===== src/wahc_pkg.sv =====
// ----------------------------------------------------------------------------
// wahc_pkg
// Shared types and constants of the word-aligned hybrid bitmap compressor.
// ----------------------------------------------------------------------------
`default_nettype none

package wahc_pkg;

    localparam int WORD_BITS  = 32;
    localparam int LIT_BITS   = WORD_BITS - 1;
    localparam int QUEUE_DEPTH = 4;
    localparam int QPTR_BITS  = $clog2(QUEUE_DEPTH);
    localparam int QCNT_BITS  = $clog2(QUEUE_DEPTH + 1);

    typedef logic [WORD_BITS-1:0] word_t;
    typedef logic [LIT_BITS-1:0]  lit_t;

    localparam word_t TOP_BIT       = word_t'(1) << (WORD_BITS - 1);
    localparam word_t VAL_BIT       = word_t'(1) << (WORD_BITS - 2);
    localparam word_t LIT_MASK      = {1'b0, {LIT_BITS{1'b1}}};
    localparam word_t ZERO_FILL_MIN = TOP_BIT | word_t'(2);
    localparam word_t ONE_FILL_MIN  = TOP_BIT | VAL_BIT | word_t'(2);
    localparam word_t ZERO_FILL_MAX = TOP_BIT | (VAL_BIT - word_t'(1));
    localparam word_t ONE_FILL_MAX  = {WORD_BITS{1'b1}};
    localparam word_t HEADER_WORD   = word_t'(WORD_BITS - 1);

    typedef enum logic [2:0] {
        K_ZLIT,
        K_OLIT,
        K_ZRUN,
        K_ORUN,
        K_LIT
    } kind_t;

    typedef struct packed {
        word_t code;
        logic  column_end;
    } result_t;

    // Up to two results produced by one input word, packed from res0.
    typedef struct packed {
        logic [1:0] count;
        result_t    res0;
        result_t    res1;
    } push_t;

    function automatic kind_t classify(input word_t w);
        kind_t k;
        if (w == '0)
            k = K_ZLIT;
        else if (w == LIT_MASK)
            k = K_OLIT;
        else if ((w & TOP_BIT) != '0)
            k = ((w & VAL_BIT) != '0) ? K_ORUN : K_ZRUN;
        else
            k = K_LIT;
        return k;
    endfunction

endpackage

`default_nettype wire


===== src/wahc_encoder.sv =====
// ----------------------------------------------------------------------------
// wahc_encoder
// Input register, pending word and the classify / merge logic of one word.
// ----------------------------------------------------------------------------
`default_nettype none

module wahc_encoder
    import wahc_pkg::*;
(
    input  wire logic  clk,
    input  wire logic  rst_n,
    input  wire logic  lit_valid,
    output logic       lit_ready,
    input  wire lit_t  literal_word,
    input  wire logic  first_of_column,
    input  wire logic  last_of_column,
    input  wire logic  push_room,
    output push_t      push
);

    logic  valid_reg;
    logic  valid_next;
    lit_t  lit_reg;
    logic  first_reg;
    logic  last_reg;
    word_t pending_reg;
    word_t pending_next;

    logic    fire;
    logic    take;
    word_t   lit_w;
    kind_t   pt;
    kind_t   nt;
    logic    emit;
    result_t lead;
    result_t flush;

    assign fire      = valid_reg && push_room;
    assign lit_ready = !valid_reg || fire;
    assign take      = lit_valid && lit_ready;

    always_comb
    begin
        if (take)
            valid_next = 1'b1;
        else if (fire)
            valid_next = 1'b0;
        else
            valid_next = valid_reg;
    end

    always_ff @(posedge clk or negedge rst_n)
    begin
        if (!rst_n)
        begin
            valid_reg   <= 1'b0;
            pending_reg <= '0;
        end
        else
        begin
            valid_reg <= valid_next;
            if (fire)
                pending_reg <= pending_next;
        end
    end

    always_ff @(posedge clk)
    begin
        if (take)
        begin
            lit_reg   <= literal_word;
            first_reg <= first_of_column;
            last_reg  <= last_of_column;
        end
    end

    assign lit_w = {1'b0, lit_reg};
    assign pt    = classify(pending_reg);
    assign nt    = classify(lit_w);

    always_comb
    begin
        emit         = 1'b0;
        pending_next = lit_w;
        if (first_reg)
        begin
            pending_next = lit_w;
        end
        else if (nt == K_ZLIT && pt == K_ZLIT)
        begin
            pending_next = ZERO_FILL_MIN;
        end
        else if (nt == K_ZLIT && pt == K_ZRUN && pending_reg != ZERO_FILL_MAX)
        begin
            pending_next = pending_reg + word_t'(1);
        end
        else if (nt == K_OLIT && pt == K_OLIT)
        begin
            pending_next = ONE_FILL_MIN;
        end
        else if (nt == K_OLIT && pt == K_ORUN && pending_reg != ONE_FILL_MAX)
        begin
            pending_next = pending_reg + word_t'(1);
        end
        else
        begin
            emit         = 1'b1;
            pending_next = lit_w;
        end
    end

    always_comb
    begin
        lead.code        = first_reg ? HEADER_WORD : pending_reg;
        lead.column_end  = 1'b0;
        flush.code       = pending_next;
        flush.column_end = 1'b1;

        push.count = 2'd0;
        push.res0  = lead;
        push.res1  = flush;
        if (fire)
        begin
            if (first_reg || emit)
            begin
                push.count = last_reg ? 2'd2 : 2'd1;
            end
            else if (last_reg)
            begin
                push.count = 2'd1;
                push.res0  = flush;
            end
        end
    end

`ifndef NO_ASSERTIONS
    // A fill held as pending always carries a run of at least two words.
    a_fill_min: assert property (@(posedge clk) disable iff (!rst_n)
        (pending_reg[WORD_BITS-1] |-> (pending_reg[WORD_BITS-3:0] >= 2)))
        else $error("pending fill count below two");

    a_header: assert property (@(posedge clk) disable iff (!rst_n)
        (fire && first_reg) |->
            (push.res0.code == HEADER_WORD && !push.res0.column_end))
        else $error("column start without header word");

    a_flush: assert property (@(posedge clk) disable iff (!rst_n)
        (fire && last_reg) |-> (push.count != 2'd0))
        else $error("column end produced no flush word");
`endif

endmodule

`default_nettype wire


===== src/wahc_out_queue.sv =====
// ----------------------------------------------------------------------------
// wahc_out_queue
// Small result queue that takes up to two code words a cycle and hands out one.
// ----------------------------------------------------------------------------
`default_nettype none

module wahc_out_queue
    import wahc_pkg::*;
(
    input  wire logic  clk,
    input  wire logic  rst_n,
    input  wire push_t push,
    output logic       push_room,
    output logic       code_valid,
    input  wire logic  code_ready,
    output word_t      code_word,
    output logic       column_end
);

    result_t                slot_reg [QUEUE_DEPTH];
    logic [QPTR_BITS-1:0]   wr_ptr_reg;
    logic [QPTR_BITS-1:0]   wr_ptr_next;
    logic [QPTR_BITS-1:0]   rd_ptr_reg;
    logic [QPTR_BITS-1:0]   rd_ptr_next;
    logic [QCNT_BITS-1:0]   count_reg;
    logic [QCNT_BITS-1:0]   count_next;
    logic [QPTR_BITS-1:0]   wr_ptr_plus1;
    logic                   pop;

    assign code_valid   = (count_reg != '0);
    assign pop          = code_valid && code_ready;
    // Room is judged on the registered count; a pop in the same cycle only adds space.
    assign push_room    = (count_reg <= QCNT_BITS'(QUEUE_DEPTH - 2));
    assign wr_ptr_plus1 = wr_ptr_reg + QPTR_BITS'(1);

    assign wr_ptr_next = wr_ptr_reg + QPTR_BITS'(push.count);
    assign rd_ptr_next = pop ? rd_ptr_reg + QPTR_BITS'(1) : rd_ptr_reg;
    assign count_next  = count_reg + QCNT_BITS'(push.count) - QCNT_BITS'(pop);

    always_ff @(posedge clk or negedge rst_n)
    begin
        if (!rst_n)
        begin
            wr_ptr_reg <= '0;
            rd_ptr_reg <= '0;
            count_reg  <= '0;
        end
        else
        begin
            wr_ptr_reg <= wr_ptr_next;
            rd_ptr_reg <= rd_ptr_next;
            count_reg  <= count_next;
        end
    end

    always_ff @(posedge clk)
    begin
        for (int i = 0; i < QUEUE_DEPTH; i++)
        begin
            if (push.count != 2'd0 && wr_ptr_reg == QPTR_BITS'(i))
                slot_reg[i] <= push.res0;
            else if (push.count == 2'd2 && wr_ptr_plus1 == QPTR_BITS'(i))
                slot_reg[i] <= push.res1;
        end
    end

    assign code_word  = slot_reg[rd_ptr_reg].code;
    assign column_end = slot_reg[rd_ptr_reg].column_end;

`ifndef NO_ASSERTIONS
    a_no_overflow: assert property (@(posedge clk) disable iff (!rst_n)
        count_reg <= QCNT_BITS'(QUEUE_DEPTH))
        else $error("result queue overflow");

    a_push_room: assert property (@(posedge clk) disable iff (!rst_n)
        (push.count != 2'd0) |-> push_room)
        else $error("push into queue without room");

    a_pop_count: assert property (@(posedge clk) disable iff (!rst_n)
        (pop && push.count == 2'd0) |=> (count_reg == $past(count_reg) - 1'b1))
        else $error("queue count did not follow a pop");
`endif

endmodule

`default_nettype wire


===== src/wah_bitmap_compressor.sv =====
// ----------------------------------------------------------------------------
// wah_bitmap_compressor
// WAH compressor of 31-bit bitmap literals into 32-bit code words.
// ----------------------------------------------------------------------------
// An input word is taken every cycle while the result queue has room for two
// code words; it is classified in the cycle after it is taken, merged with the
// pending word once the queue has room, and its code words are queued. A word
// that ends a column and also starts one or emits a word yields two code words;
// the single output port hands out one per cycle while code_ready is high.
`default_nettype none

module wah_bitmap_compressor
    import wahc_pkg::*;
(
    input  wire logic  clk,
    input  wire logic  rst_n,
    input  wire logic  lit_valid,
    output logic       lit_ready,
    input  wire lit_t  literal_word,
    input  wire logic  first_of_column,
    input  wire logic  last_of_column,
    output logic       code_valid,
    input  wire logic  code_ready,
    output word_t      code_word,
    output logic       column_end
);

    push_t push;
    logic  push_room;

    wahc_encoder u_encoder (
        .clk             (clk),
        .rst_n           (rst_n),
        .lit_valid       (lit_valid),
        .lit_ready       (lit_ready),
        .literal_word    (literal_word),
        .first_of_column (first_of_column),
        .last_of_column  (last_of_column),
        .push_room       (push_room),
        .push            (push)
    );

    wahc_out_queue u_out_queue (
        .clk        (clk),
        .rst_n      (rst_n),
        .push       (push),
        .push_room  (push_room),
        .code_valid (code_valid),
        .code_ready (code_ready),
        .code_word  (code_word),
        .column_end (column_end)
    );

endmodule

`default_nettype wire

===== config.mk =====
export PLATFORM = sky130hd
export DESIGN_NAME = wah_bitmap_compressor
export DESIGN_NICKNAME = d
export VERILOG_FILES = /design/src/wahc_pkg.sv /design/src/wahc_encoder.sv /design/src/wahc_out_queue.sv /design/src/wah_bitmap_compressor.sv
export SDC_FILE = /design/constraint.sdc
export NUM_CORES = 1
export LEC_CHECK = 0
export ABC_AREA = 1
export BUFFER_PORTS_ARGS = -buffer_cell sky130_fd_sc_hd__buf_2
export CAP_MARGIN = 20
export CORE_MARGIN = 2
export CORE_UTILIZATION = 32
export CTS_BUF_LIST = sky130_fd_sc_hd__clkbuf_8 sky130_fd_sc_hd__clkbuf_16
export DETAILED_ROUTE_END_ITERATION = 7
export PLACE_DENSITY = 0.47
export SETUP_SLACK_MARGIN = 0.2
export SLEW_MARGIN = 20
export SYNTH_ARGS = -nofsm -noshare
export SYNTH_HDL_FRONTEND = slang
export SYNTH_SLANG_ARGS = --single-unit

===== constraint.sdc =====
create_clock -name clk -period 5.75 [get_ports clk]
set_input_delay 0.575 -clock clk [delete_from_list [all_inputs] [get_ports clk]]
set_output_delay 0.575 -clock clk [all_outputs]
set_load 0.01 [all_outputs]

# Word level (Yosys, flattened, before mapping)

Memories as Yosys holds them, arrays and structs flattened.
Cells that the tools add are included.

Memory bits (writable): 132
Input bits: 37
Output and inout port bits: 35
Memories kept: 1
Register bits: 73

Memory list:

| name                 | depth | bits a word | read ports | clocked after memory_dff | wr ports | RTL line             | text |
|---|---|---|---|---|---|---|---|
| u_out_queue.slot_reg | 4     | 33          | 1          | 0                        | 2        | wahc_out_queue.sv:20 | `result_t slot_reg [QUEUE_DEPTH];` |

Reductions and logical operators: 31
Multiplexer cells: 54
Eq/ne operators: 15
Bitwise logic cells: 4
Magnitude comparators: 1
Add/subtract/negate cells: 6

Operator list:

| kind                  | count |
|---|---|
| $mux 33               | 7 |
| $mux 32               | 6 |
| $reduce_or 33->1      | 2 |
| $logic_not 32->1      | 2 |
| $ne 32x32->1 const B  | 2 |
| $mux 35               | 1 |
| $mux 34               | 1 |
| $add 32x1->32 const B | 1 |
| $eq 32x31->1 const B  | 1 |
| $eq 31x31->1 const B  | 1 |
| $mux 1                | 30 |
| $logic_and 1x1->1     | 17 |
| $mux 3                | 5 |
| $eq 2x2->1 const B    | 5 |
| $mux 2                | 4 |
| $eq 3x1->1 const B    | 2 |
| $eq 3x2->1 const B    | 2 |
| $logic_not 3->1       | 2 |
| $add 2x1->2 const B   | 2 |
| $eq 2x1->1 const B    | 2 |
| $logic_not 2->1       | 2 |
| $or 1x1->1            | 4 |
| $reduce_bool 2->1     | 2 |
| $add 3x2->3           | 1 |
| other kinds (6)       | 7 |

# Depth between registers and ports, before layout

Gate-level depths: netlist of the first run.

Depth in word-level cells: 23
Depth in mapped cells: 23
Mapped depth without buffers: 22

# Cells and area by module

From an unflattened synthesis of the first run, not the netlist that was laid out.

Cell total of the unflattened synthesis: 1,742
Area total of the unflattened synthesis: 12,888.6 um^2

By module, submodules not included:

| module         | cells an instance | area an instance (um^2) | sequential area each (um^2) | times used |
|---|---|---|---|---|
| wahc_out_queue | 920               | 7,492.2                 | 4,139.0                     | 1 |
| wahc_encoder   | 822               | 5,396.4                 | 1,816.7                     | 1 |

# Worst setup path before layout of the first run

Ideal clock, no wire load.

Path kind: reg-to-reg
Start: reg u_encoder.pending_reg[1]
End: mem u_out_queue.slot_reg[3][0] in the netlist's numbering (enable)
Data arrival time: 4.724 ns
Path slack: 0.557 ns
Buffers on the path: 0
Required time: 5.281 ns
Cell stages (with the launch flop): 17
Period minus slack after synthesis: 5.193 ns
Path through: dfrtp_1 -> ha_1 -> nand3_1 -> inv_1 -> nand3_2 -> nor2_4 -> nand4_1 -> nand2_4 -> nand2_8 -> inv_8 -> nand2_8 -> nand2_1 -> inv_1 -> ha_1 -> nor2_1 -> nor2_1 -> o21ai_0

RTL lines:

| element                | RTL line             | text |
|---|---|---|
| from (decl)            | wahc_encoder.sv:26   | `word_t pending_reg;` |
| from (signal assigned) | wahc_encoder.sv:63   | `pending_reg <= pending_next;` |
| to (decl)              | wahc_out_queue.sv:20 |  |

==> flow_metrics.env, run 1 <==
export IMPL_wl_met3_um=2110
export IMPL_place_inst=2143
export IMPL_cts_tree="yes"
export IMPL_maxCapViolCount=0
export IMPL_firstDrtPassIters=5
export IMPL_yosysTopAreaCellShare=0.400
export IMPL_stdcell_area_um2=13900
export IMPL_clock_latency_ns=0.56
export IMPL_grt_pass1_wl_um=64000
export IMPL_syn_num_nets=1665
export IMPL_fp_dieH_um=200
export IMPL_synth_top_family_by_area="simple AND/OR/NAND/NOR gates"
export IMPL_relSlewSlack=0.321
export IMPL_cts_clk_slew_worst_paths_ns=0.06
export IMPL_worstHoldPathType="input port to asynchronous set/reset pin"
export IMPL_post_cts_buffers=0
export IMPL_antenna_diode_count=0
export IMPL_crit_fanout=34
export IMPL_async_reset_ff_frac=0.195
export IMPL_grt_max_degree=69
export IMPL_syn_inst=1620
export IMPL_synth_edff_count=164
export IMPL_stdcell_count=2188
export IMPL_worstPathRequired_ns=5.95
export IMPL_dr_wl_met2_um=18000
export IMPL_rows=71
export IMPL_via_count=10771
export IMPL_synth_xor_area_frac=0.0192
export IMPL_via_per_inst=4.92
export IMPL_synth_compound_gate_area_share=0.0786
export IMPL_path_class="register to register"
export IMPL_crit_start="u_encoder.pending_reg[1]$_DFFE_PN0P_"
export IMPL_rr_worst_depth=20
export IMPL_dieArea_um2=40100
export IMPL_final_nets=1704
export IMPL_multi_input_area_um2=5670
export IMPL_finalCritPeriodShare=0.801
export IMPL_overflow=0
export IMPL_tns_ns=0
export IMPL_synth_area_top_cells="edfxtp_1 40%, nand2_1 19%, dfrtp_1 8.1%"
export IMPL_largest_register_ffs=132
export IMPL_rsz0062_at_grt="no"
export IMPL_core_um2=37800
export IMPL_synthAdderAreaFrac=0.00873
export IMPL_setup_violations=0
export IMPL_synth_area_um2=12300
export IMPL_fin_skew_ns=0.0117
export IMPL_synth_mux_area_fraction=0
export IMPL_drt_iter0_markers=859
export IMPL_grtUsageTotal=0.205
export IMPL_avgSynthCellArea_um2=7.61
export IMPL_max_clock_freq_mhz=217
export IMPL_hold_violations=0
export IMPL_cts_resized=0
export IMPL_endpoint="u_out_queue.slot_reg[2][13]$_DFFE_PP_"
export IMPL_drcViolationCount=0
export IMPL_drv_slew=0
export IMPL_ioPinCount=72
export IMPL_area_delta_synth_final_pct=13.1
export IMPL_power_density_nw_per_um2=508
export IMPL_hold_buffers=0
export IMPL_yosysWarnings=0
export IMPL_timing_hold_ws_ns=0.0129
export IMPL_ff2ff_setup_slack_ns=1.14
export IMPL_synth_top_area_cell="edfxtp_1"
export IMPL_peakVddDrop_v=0.000235
export IMPL_synth_seq_cells=205
export IMPL_status="complete, no violations"
export IMPL_worstSetupEndpointType="register"
export IMPL_met1_length_um=20000
export IMPL_fillers=4006
export IMPL_cts_buffer_depth=3
export IMPL_highest_layer="met4"
export IMPL_htreeDepth=1
export IMPL_r2r_end="u_out_queue.slot_reg[2][13]$_DFFE_PP_"
export IMPL_grt_pass1_vias=10273
export IMPL_ys_flop_type="edfxtp_1"
export IMPL_ys_seq_area_frac=0.483
export IMPL_rr_startpoint="u_encoder.pending_reg[1]$_DFFE_PN0P_"
export IMPL_synth_cell_types=45
export IMPL_regArea_um2=5950
export IMPL_cts_sinks=205
export IMPL_antenna_found_initial=0
export IMPL_cts_buffers=25
export IMPL_gp_congestion=0.955
export IMPL_drtAntennaViolNets=0
export IMPL_p_leak_nw=5.93
export IMPL_fin_crit_ns=4.61
export IMPL_die_w_um=200
export IMPL_wirelength_um=41100
export IMPL_io_buffer_count=71
export IMPL_tightest_slew_ns=1.01
export IMPL_synthSimpleGateAreaFrac=0.348
export IMPL_place_area_um2=13200
export IMPL_cp_arrival_ns=4.80
export IMPL_startpoint_type="register"
export IMPL_drive_above_1_share=0.113
export IMPL_root_buffer="clkbuf_16"
export IMPL_wl_per_cell_um=18.8
export IMPL_hpwl_um=28600
export IMPL_start_util=0.326
==> routing by layer <==
layer,up-vias,GRT usage
met2,281,0.316
met1,5057,0.304
met4,0,0.0528
li1,5376,-
met3,57,0.0252
met5,-,0
==> worst min path at each step <==
stage                                            startpoint                                      end  slack, ns  cells past startpoint
global placement    u_out_queue.slot_reg[2][0]$_SDFFE_PP1P_  u_out_queue.slot_reg[2][0]$_SDFFE_PP1P_       0.56                      2
CTS                                         literal_word[4]           u_encoder.lit_reg[4]$_DFFE_PP_       0.17                      1
detailed placement  u_out_queue.slot_reg[2][0]$_SDFFE_PP1P_  u_out_queue.slot_reg[2][0]$_SDFFE_PP1P_       0.57                      2
floorplan                                             rst_n     u_encoder.pending_reg[0]$_DFFE_PN0P_       0.28                      0
global route                                          rst_n       u_out_queue.count_reg[2]$_DFF_PN0_       0.05                      1
finish                                                rst_n          u_encoder.valid_reg$_DFFE_PN0P_       0.01                      1
==> synthesized netlist by cell type, drive strengths merged, types with 2 or more instances <==
cell type	instances
o22ai	34
ha	7
nand2	642
nand3	122
xor2	24
xnor2	3
nor2	215
nand3b	2
inv	104
o211ai	11
dfrtp	40
edfxtp	164
nor3	20
clkbuf	50
buf	29
or2	3
nand4	16
o21ai	123
a21oi	3
a31oi	2
==> area by class of cell <==
cell class | count | area share
Clock buffer | 25 | 0.0449
Clock inverter | 20 | 0.0108
Inverter | 104 | 0.0286
Multi-Input combinational cell | 1232 | 0.407
Sequential cell | 205 | 0.427
Tap cell | 511 | 0.0459
Timing Repair Buffer | 91 | 0.0365
==> through the flow <==
stage | setup WS, ns | utilization | power, W
after floorplan | 0.557 | - | 0.00445
after global placement | 1.23 | 0.349 | 0.00559
after detailed placement | 1.13 | 0.349 | 0.00561
after CTS | 1.12 | 0.369 | 0.00715
after global routing | 0.701 | 0.369 | 0.00760
final | 1.14 | 0.369 | 0.00708
==> critical path, cell delays in order, from the launching register on <==
cell,delay (ns)
dfrtp_1,0.44
ha_1,0.24
nand3_1,0.15
inv_1,0.15
nand3_2,0.11
nor2_4,0.15
nand4_1,0.14
nand2_4,0.17
nand2_8,0.18
inv_8,0.16
nand2_8,0.09
nand2_1,0.14
inv_1,0.06
ha_1,0.26
nor2_1,0.32
nor2_1,0.25
nor3_2,0.15
buf_4,0.38
inv_1,0.17
nand2_1,0.09
buf_4,0.41
==> power breakdown <==
group | leakage (nW) | switching, W | total, W | internal [W]
clock network | 0.407 | 0.000652 | 0.00153 | 0.000878
registers | 2.01 | 0.000329 | 0.00258 | 0.00225
logic | 3.51 | 0.00213 | 0.00297 | 0.000836
==> cells in the final DEF, fill, tap and decap left out, types with 3 or more instances in the layout <==
cell / netlist / layout
nand3_2: 7 / 7
nand4_1: 15 / 15
nand2_1: 625 / 625
nand2_4: 3 / 3
clkinv_1: 0 / 6
o22ai_1: 34 / 34
inv_1: 96 / 100
nand3_1: 114 / 114
nor2_4: 3 / 4
nor2_1: 204 / 201
buf_2: 12 / 70
buf_4: 2 / 21
xnor2_1: 3 / 3
o211ai_1: 9 / 9
xor2_1: 24 / 24
clkinv_2: 0 / 5
dfrtp_1: 40 / 39
nor2_2: 8 / 10
o21ai_4: 0 / 3
nand2_2: 12 / 12
inv_2: 7 / 9
o21ai_1: 7 / 7
edfxtp_1: 164 / 164
clkbuf_16: 0 / 25
o21ai_0: 113 / 110
nor3_1: 18 / 17
ha_1: 7 / 7
o21ai_2: 3 / 3
==> logic make-up after synthesis <==
kind of cell,after synthesis
buffers and inverters,183
xor gates and xnor gates,27
adders and majority gates,8
AOI/OAI and AO/OA,174
DFF,205
and+or+nand+nor,1023
No activity file was read; power rests on OpenSTA's default activity.
==> run 2, diff against run 1 <==
ABC_AREA = 0   (was 1)
PLACE_DENSITY = 0.49   (was 0.47)
clock period = 4.2 ns   (was 5.75 ns; I/O delays follow)
==> flow_metrics.env, run 2 <==
export IMPL_crit_fanout=15
export IMPL_finalCritPeriodShare=0.896
export IMPL_async_reset_ff_frac=0.195
export IMPL_pwr_share_clk=0.245
export IMPL_overflow=0
export IMPL_p_int_w=0.00564
export IMPL_peakVddDrop_v=0.000488
export IMPL_grt_met2_usage=0.286
export IMPL_avgSynthCellArea_um2=14.3
export IMPL_cts_tree="yes"
export IMPL_cts_buffers=24
export IMPL_yosysTopAreaCellShare=0.456
export IMPL_cts_buffer_depth=3
export IMPL_hold_buffers=0
export IMPL_gr_usage_met1=0.225
export IMPL_antenna_found_initial=0
export IMPL_drive_above_1_share=0.304
export IMPL_yosys_cell_count_top_type="edfxtp_1"
export IMPL_grt_max_degree=67
export IMPL_rsz0062_at_grt="yes"
export IMPL_drcViolationCount=0
export IMPL_p_seq_frac=0.398
export IMPL_synth_cell_types=65
export IMPL_grt_use_met3=0.0202
export IMPL_power_density_nw_per_um2=692
export IMPL_grtUsageTotal=0.167
export IMPL_timing_hold_ws_ns=-0.00834
export IMPL_core_um2=33400
export IMPL_place_area_um2=11800
export IMPL_pwr_share_comb=0.357
export IMPL_hpwl_um=19900
export IMPL_root_buffer="clkbuf_16"
export IMPL_largest_register_ffs=132
export IMPL_busiest_layer="met2"
export IMPL_worstPathRequired_ns=4.57
export IMPL_crit_start="u_encoder.pending_reg[0]$_DFFE_PN0P_"
export IMPL_final_nets=890
export IMPL_rr_worst_depth=15
export IMPL_io_buffer_count=71
export IMPL_final_cell_mix="164 x edfxtp_1, 71 x buf_2, 60 x o2bb2ai_1"
export IMPL_die_w_um=188
export IMPL_startpoint_type="register"
export IMPL_synth_seq_cells=205
export IMPL_wirelength_um=29400
export IMPL_htreeDepth=1
export IMPL_failed_checks="negative hold slack"
export IMPL_stdcell_area_um2=12800
export IMPL_ys_seq_area_frac=0.551
export IMPL_cts_clk_slew_worst_paths_ns=0.06
export IMPL_setup_violations=0
export IMPL_clock_latency_ns=0.53
export IMPL_fin_skew_ns=0.0130
export IMPL_cts_sinks=205
export IMPL_synth_top_area_cell="edfxtp_1"
export IMPL_relSlewSlack=0.392
export IMPL_fp_dieH_um=188
export IMPL_maxCapViolCount=0
export IMPL_via_count=6819
export IMPL_drv_slew=0
export IMPL_yosysWarnings=0
export IMPL_firstDrtPassIters=4
export IMPL_dieArea_um2=35200
export IMPL_syn_num_nets=802
export IMPL_layout_commonest_cell="edfxtp_1"
export IMPL_drtAntennaViolNets=0
export IMPL_p_leak_nw=5.35
export IMPL_start_util=0.324
export IMPL_syn_inst=757
export IMPL_total_power_w=0.00883
export IMPL_tightest_slew_ns=0.911
export IMPL_ys_flop_type="edfxtp_1"
export IMPL_grt_pass1_vias=7084
export IMPL_p_sw_w=0.00318
export IMPL_ioPinCount=72
export IMPL_wl_per_cell_um=22.4
export IMPL_hold_violations=5
export IMPL_p_sw_frac=0.361
export IMPL_area_delta_synth_final_pct=18.1
export IMPL_via_per_inst=5.21
export IMPL_antenna_diode_count=0
export IMPL_cp_arrival_ns=4.14
export IMPL_rr_startpoint="u_encoder.pending_reg[0]$_DFFE_PN0P_"
export IMPL_status="finished with violations"
export IMPL_max_clock_freq_mhz=266
export IMPL_synth_edff_count=164
export IMPL_synthTopCellsByCount="164 x edfxtp_1, 60 x o2bb2ai_1, 58 x nand2_1"
export IMPL_rows=67
export IMPL_worstSetupEndpointType="register"
export IMPL_synth_area_top_cells="edfxtp_1 46%, dfrtp_1 9.3%, mux4_2 6.9%"
export IMPL_drt_iter0_markers=457
export IMPL_worstHoldPathType="input port to asynchronous set/reset pin"
export IMPL_tns_ns=0
export IMPL_ff2ff_setup_slack_ns=0.44
export IMPL_synth_area_um2=10800
export IMPL_path_class="register to register"
export IMPL_fin_crit_ns=3.76
export IMPL_gp_congestion=0.841
export IMPL_grt_pass1_wl_um=44600
run 2: cell count changes after synthesis, sizes merged, moves of 17 or more:
cell and delta:
nand2 -584, nor4 +17, inv -91, xnor2 +24
clkbuf -23, xor2 -17, o21ai -84, o2bb2ai +60
o22ai -17, mux4 +33, nand3 -107, a22oi +29
nor2 -196, mux2i +48
run 2: logic make-up (layout without fill, tap and decap cells):
group	Yosys count	in the layout	share of synthesized area
DFF	205	205	0.551
buffers and inverters	77	182	0.0401
and+or+nand+nor	181	181	0.0915
adders and majority gates	8	8	0.00996
AOI/OAI and AO/OA	170	170	0.166
muxes	82	82	0.114
xor gates and xnor gates	34	34	0.0276
run 2: power by group through the flow:
| stage | logic [W] | clock network [W] | registers [W] |
|---|---|---|---|
| floorplan | 0.00236 | 0 | 0.00321 |
| CTS | 0.00319 | 0.00222 | 0.00352 |
| global placement | 0.00315 | 0 | 0.00355 |
| detailed placement | 0.00317 | 0 | 0.00356 |
| global route | 0.00345 | 0.00228 | 0.00359 |
| finish | 0.00315 | 0.00216 | 0.00351 |
run 2: timing repair:
item | CTS | global route
resized for setup | 1 | 4
setup buffers | 1 | 4
endpoints found under the setup margin | 31 | 83
hold endpoints to repair | 0 | 0
pin swaps | 1 | 0
run 2: cell type report:
class | count | area (um^2)
Clock inverter | 12 | 111
Sequential cell | 205 | 5950
Timing Repair Buffer | 126 | 892
Clock buffer | 31 | 719
Multi-Input combinational cell | 475 | 4480
Tap cell | 448 | 561
Inverter | 13 | 48.8
Fill cell | 3253 | 20600
run 2: worst paths after layout:
check / to
setup / recovery: u_out_queue.slot_reg[2][17]$_DFFE_PP_
hold / removal: u_out_queue.rd_ptr_reg[1]$_DFFE_PN0P_
setup reg to reg: u_out_queue.slot_reg[2][17]$_DFFE_PP_
hold reg to reg: u_out_queue.slot_reg[2][0]$_SDFFE_PP1P_
max in group asynchronous: u_out_queue.rd_ptr_reg[0]$_DFFE_PN0P_
min in group clk: u_encoder.lit_reg[4]$_DFFE_PP_
run 2: critical path, stage by stage (launching register included):
cell       delay (ns)
dfrtp_1          0.43
inv_1            0.12
ha_1             0.15
nor4b_1          0.25
nand4_1          0.16
or4_1            0.60
o41ai_1          0.14
nor2_1           0.13
nor2_1           0.16
ha_1             0.32
o21ai_0          0.23
nand2b_1         0.13
buf_4            0.17
a211oi_4         0.25
buf_12           0.20
o2bb2ai_1        0.13
run 2: routing by layer:
metal	share of wire	vias up
met5	0	-
met4	0.018	0
met3	0.040	39
met2	0.48	159
met1	0.46	3438
li1	-	3183
run 2: stage by stage:
step	cells	util	setup WS (ns)
6_report	1310	0.382	0.436
2_1_floorplan	757	-	0.489
3_3_place_gp	1262	0.354	0.209
5_1_grt	1310	0.382	0.197
4_1_cts	1306	0.380	0.364
3_5_place_dp	1262	0.354	0.0811
==> run 3, diff against run 2 <==
CELL_PAD_IN_SITES_DETAIL_PLACEMENT = 0   (was not set)
CELL_PAD_IN_SITES_GLOBAL_PLACEMENT = 2   (was not set)
PLACE_DENSITY = 0.64   (was 0.49)
==> flow_metrics.env, run 3 (synthesized netlist as in run 2, its figures left out) <==
export IMPL_status="complete, no violations"
export IMPL_drv_slew=0
export IMPL_via_per_inst=5.22
export IMPL_cp_common_cell="buf_4"
export IMPL_peakVddDrop_v=0.000310
export IMPL_power_density_nw_per_um2=689
export IMPL_core_um2=33400
export IMPL_slowest_delay_ns=0.51
export IMPL_place_area_um2=11900
export IMPL_p_sw_frac=0.365
export IMPL_fp_dieH_um=188
export IMPL_relSlewSlack=0.369
export IMPL_p_sw_w=0.00320
export IMPL_setup_violations=0
export IMPL_pwr_share_comb=0.355
export IMPL_fillers=3274
export IMPL_startpoint_type="register"
export IMPL_layout_commonest_cell="edfxtp_1"
export IMPL_dieArea_um2=35200
export IMPL_root_buffer="clkbuf_16"
export IMPL_drtAntennaViolNets=0
export IMPL_start_util=0.324
export IMPL_grtUsageTotal=0.170
export IMPL_path_class="register to register"
export IMPL_hold_violations=0
export IMPL_io_buffer_count=71
export IMPL_cp_top_family="simple AND/OR/NAND/NOR gates"
export IMPL_maxCapViolCount=0
export IMPL_crit_chain="nor4_1 > nand4_1 > or4_4 > o41ai_2 > nor2_1 > nor2_1 > ha_1 > nand3_1 > nor3_1 > buf_4 > a21oi_4 > buf_4 > buf_4 > o2bb2ai_1"
export IMPL_grt_pass1_wl_um=46000
export IMPL_rsz0062_at_grt="no"
export IMPL_worstPathRequired_ns=4.46
export IMPL_overflow=0
export IMPL_pwr_share_clk=0.243
export IMPL_worstHoldPathType="input port to asynchronous set/reset pin"
export IMPL_area_delta_synth_final_pct=17.9
export IMPL_p_seq_frac=0.402
export IMPL_cp_arrival_ns=4.06
export IMPL_largest_register_ffs=132
export IMPL_final_cell_mix="164 x edfxtp_1, 71 x buf_2, 60 x o2bb2ai_1"
export IMPL_wirelength_um=29700
export IMPL_firstDrtPassIters=5
export IMPL_rows=67
export IMPL_cts_buffers=24
export IMPL_max_clock_freq_mhz=263
export IMPL_p_leak_nw=5.35
export IMPL_die_w_um=188
export IMPL_cts_resized=0
export IMPL_crit_fanout=10
export IMPL_timing_final_ws_setup_ns=0.399
export IMPL_drcViolationCount=0
export IMPL_dpl_worst_slack_ns=0.235
export IMPL_via_count=6860
export IMPL_final_nets=893
export IMPL_grt_pass1_vias=7132
export IMPL_fin_util=0.382
export IMPL_cts_tree="yes"
export IMPL_cts_clk_slew_worst_paths_ns=0.07
export IMPL_antenna_diode_count=0
export IMPL_post_cts_buffers=0
export IMPL_ff2ff_setup_slack_ns=0.40
export IMPL_grt_max_degree=67
export IMPL_drt_iter0_markers=505
export IMPL_gp_congestion=0.835
export IMPL_fin_crit_ns=3.80
export IMPL_cts_sinks=205
export IMPL_fin_skew_ns=0.0200
export IMPL_stdcell_area_um2=12700
export IMPL_p_int_w=0.00558
export IMPL_wl_per_cell_um=22.6
export IMPL_critical_path_buf_inv_count=3
export IMPL_antenna_found_initial=0
export IMPL_hold_buffers=0
export IMPL_worstSetupEndpointType="register"
export IMPL_ioPinCount=72
export IMPL_drive_above_1_share=0.319
export IMPL_htreeDepth=1
export IMPL_clock_latency_ns=0.53
export IMPL_finalCritPeriodShare=0.905
export IMPL_critPathSlowestCell="dfrtp_1"
export IMPL_tightest_slew_ns=0.947
export IMPL_cts_buffer_depth=3
export IMPL_tns_ns=0
export IMPL_hpwl_um=20700
[run 3: cell count changes in the layout (fill, tap and decap cells not counted), moves of 2 or more]
cell and delta:
inv_6 +2, nor4_2 +4, clkinv_2 +5, buf_4 +9
buf_12 -4, inv_1 -2, clkbuf_8 -3, nor4_1 -4
clkbuf_16 -2
[run 3: worst reg2reg max path, stage by stage (launching register included)]
cell       delay, ns
dfrtp_1         0.51
nor4_1          0.50
nand4_1         0.19
or4_4           0.48
o41ai_2         0.09
nor2_1          0.10
nor2_1          0.17
ha_1            0.33
nand3_1         0.20
nor3_1          0.07
buf_4           0.19
a21oi_4         0.19
buf_4           0.21
buf_4           0.20
o2bb2ai_1       0.11
[run 3: worst paths after layout]
| path | from | end | cells after the start |
|---|---|---|---|
| worst max-delay path | u_encoder.pending_reg[5]$_DFFE_PN0P_ | u_out_queue.slot_reg[1][10]$_DFFE_PP_ | 14 |
| worst min-delay path | rst_n | u_encoder.pending_reg[26]$_DFFE_PN0P_ | 2 |
| worst max register to register | u_encoder.pending_reg[5]$_DFFE_PN0P_ | u_out_queue.slot_reg[1][10]$_DFFE_PP_ | 14 |
| worst min register to register | u_out_queue.slot_reg[2][0]$_SDFFE_PP1P_ | u_out_queue.slot_reg[2][0]$_SDFFE_PP1P_ | 2 |
| max in group asynchronous | rst_n | u_out_queue.rd_ptr_reg[0]$_DFFE_PN0P_ | 2 |
| min in group clk | literal_word[22] | u_encoder.lit_reg[22]$_DFFE_PP_ | 1 |
[run 3: power groups by stage]
stage / Combinational, W / Sequential (W) / Clock (W)
global placement: 0.00316 / 0.00355 / 0
floorplan: 0.00236 / 0.00321 / 0
global route: 0.00343 / 0.00361 / 0.00227
CTS: 0.00318 / 0.00353 / 0.00218
finish: 0.00311 / 0.00353 / 0.00214
detailed placement: 0.00317 / 0.00356 / 0
[run 3: metrics by stage]
stage / total power (W) / hold slack [ns] / std cells
final: 0.00878 / 0.0110 / 1314
after global routing: 0.00931 / 0.0466 / 1314
after CTS: 0.00889 / 0.0255 / 1314
after detailed placement: 0.00674 / 0.491 / 1270
after global placement: 0.00671 / 0.478 / 1270
after floorplan: 0.00557 / 0.124 / 757
[run 3: cell type report]
cell class	count	area (um^2)	share of cell area
Timing Repair Buffer	129	853	0.0670
Clock buffer	26	628	0.0493
Sequential cell	205	5950	0.467
Inverter	13	48.8	0.00383
Clock inverter	18	185	0.0145
Multi-Input combinational cell	475	4510	0.354
Tap cell	448	561	0.0440
[run 3: routing by layer]
metal,wire length [um],GRT usage
met1,13800,0.237
met2,14400,0.291
met4,349,0.0285
met5,0,0
met3,1050,0.0185
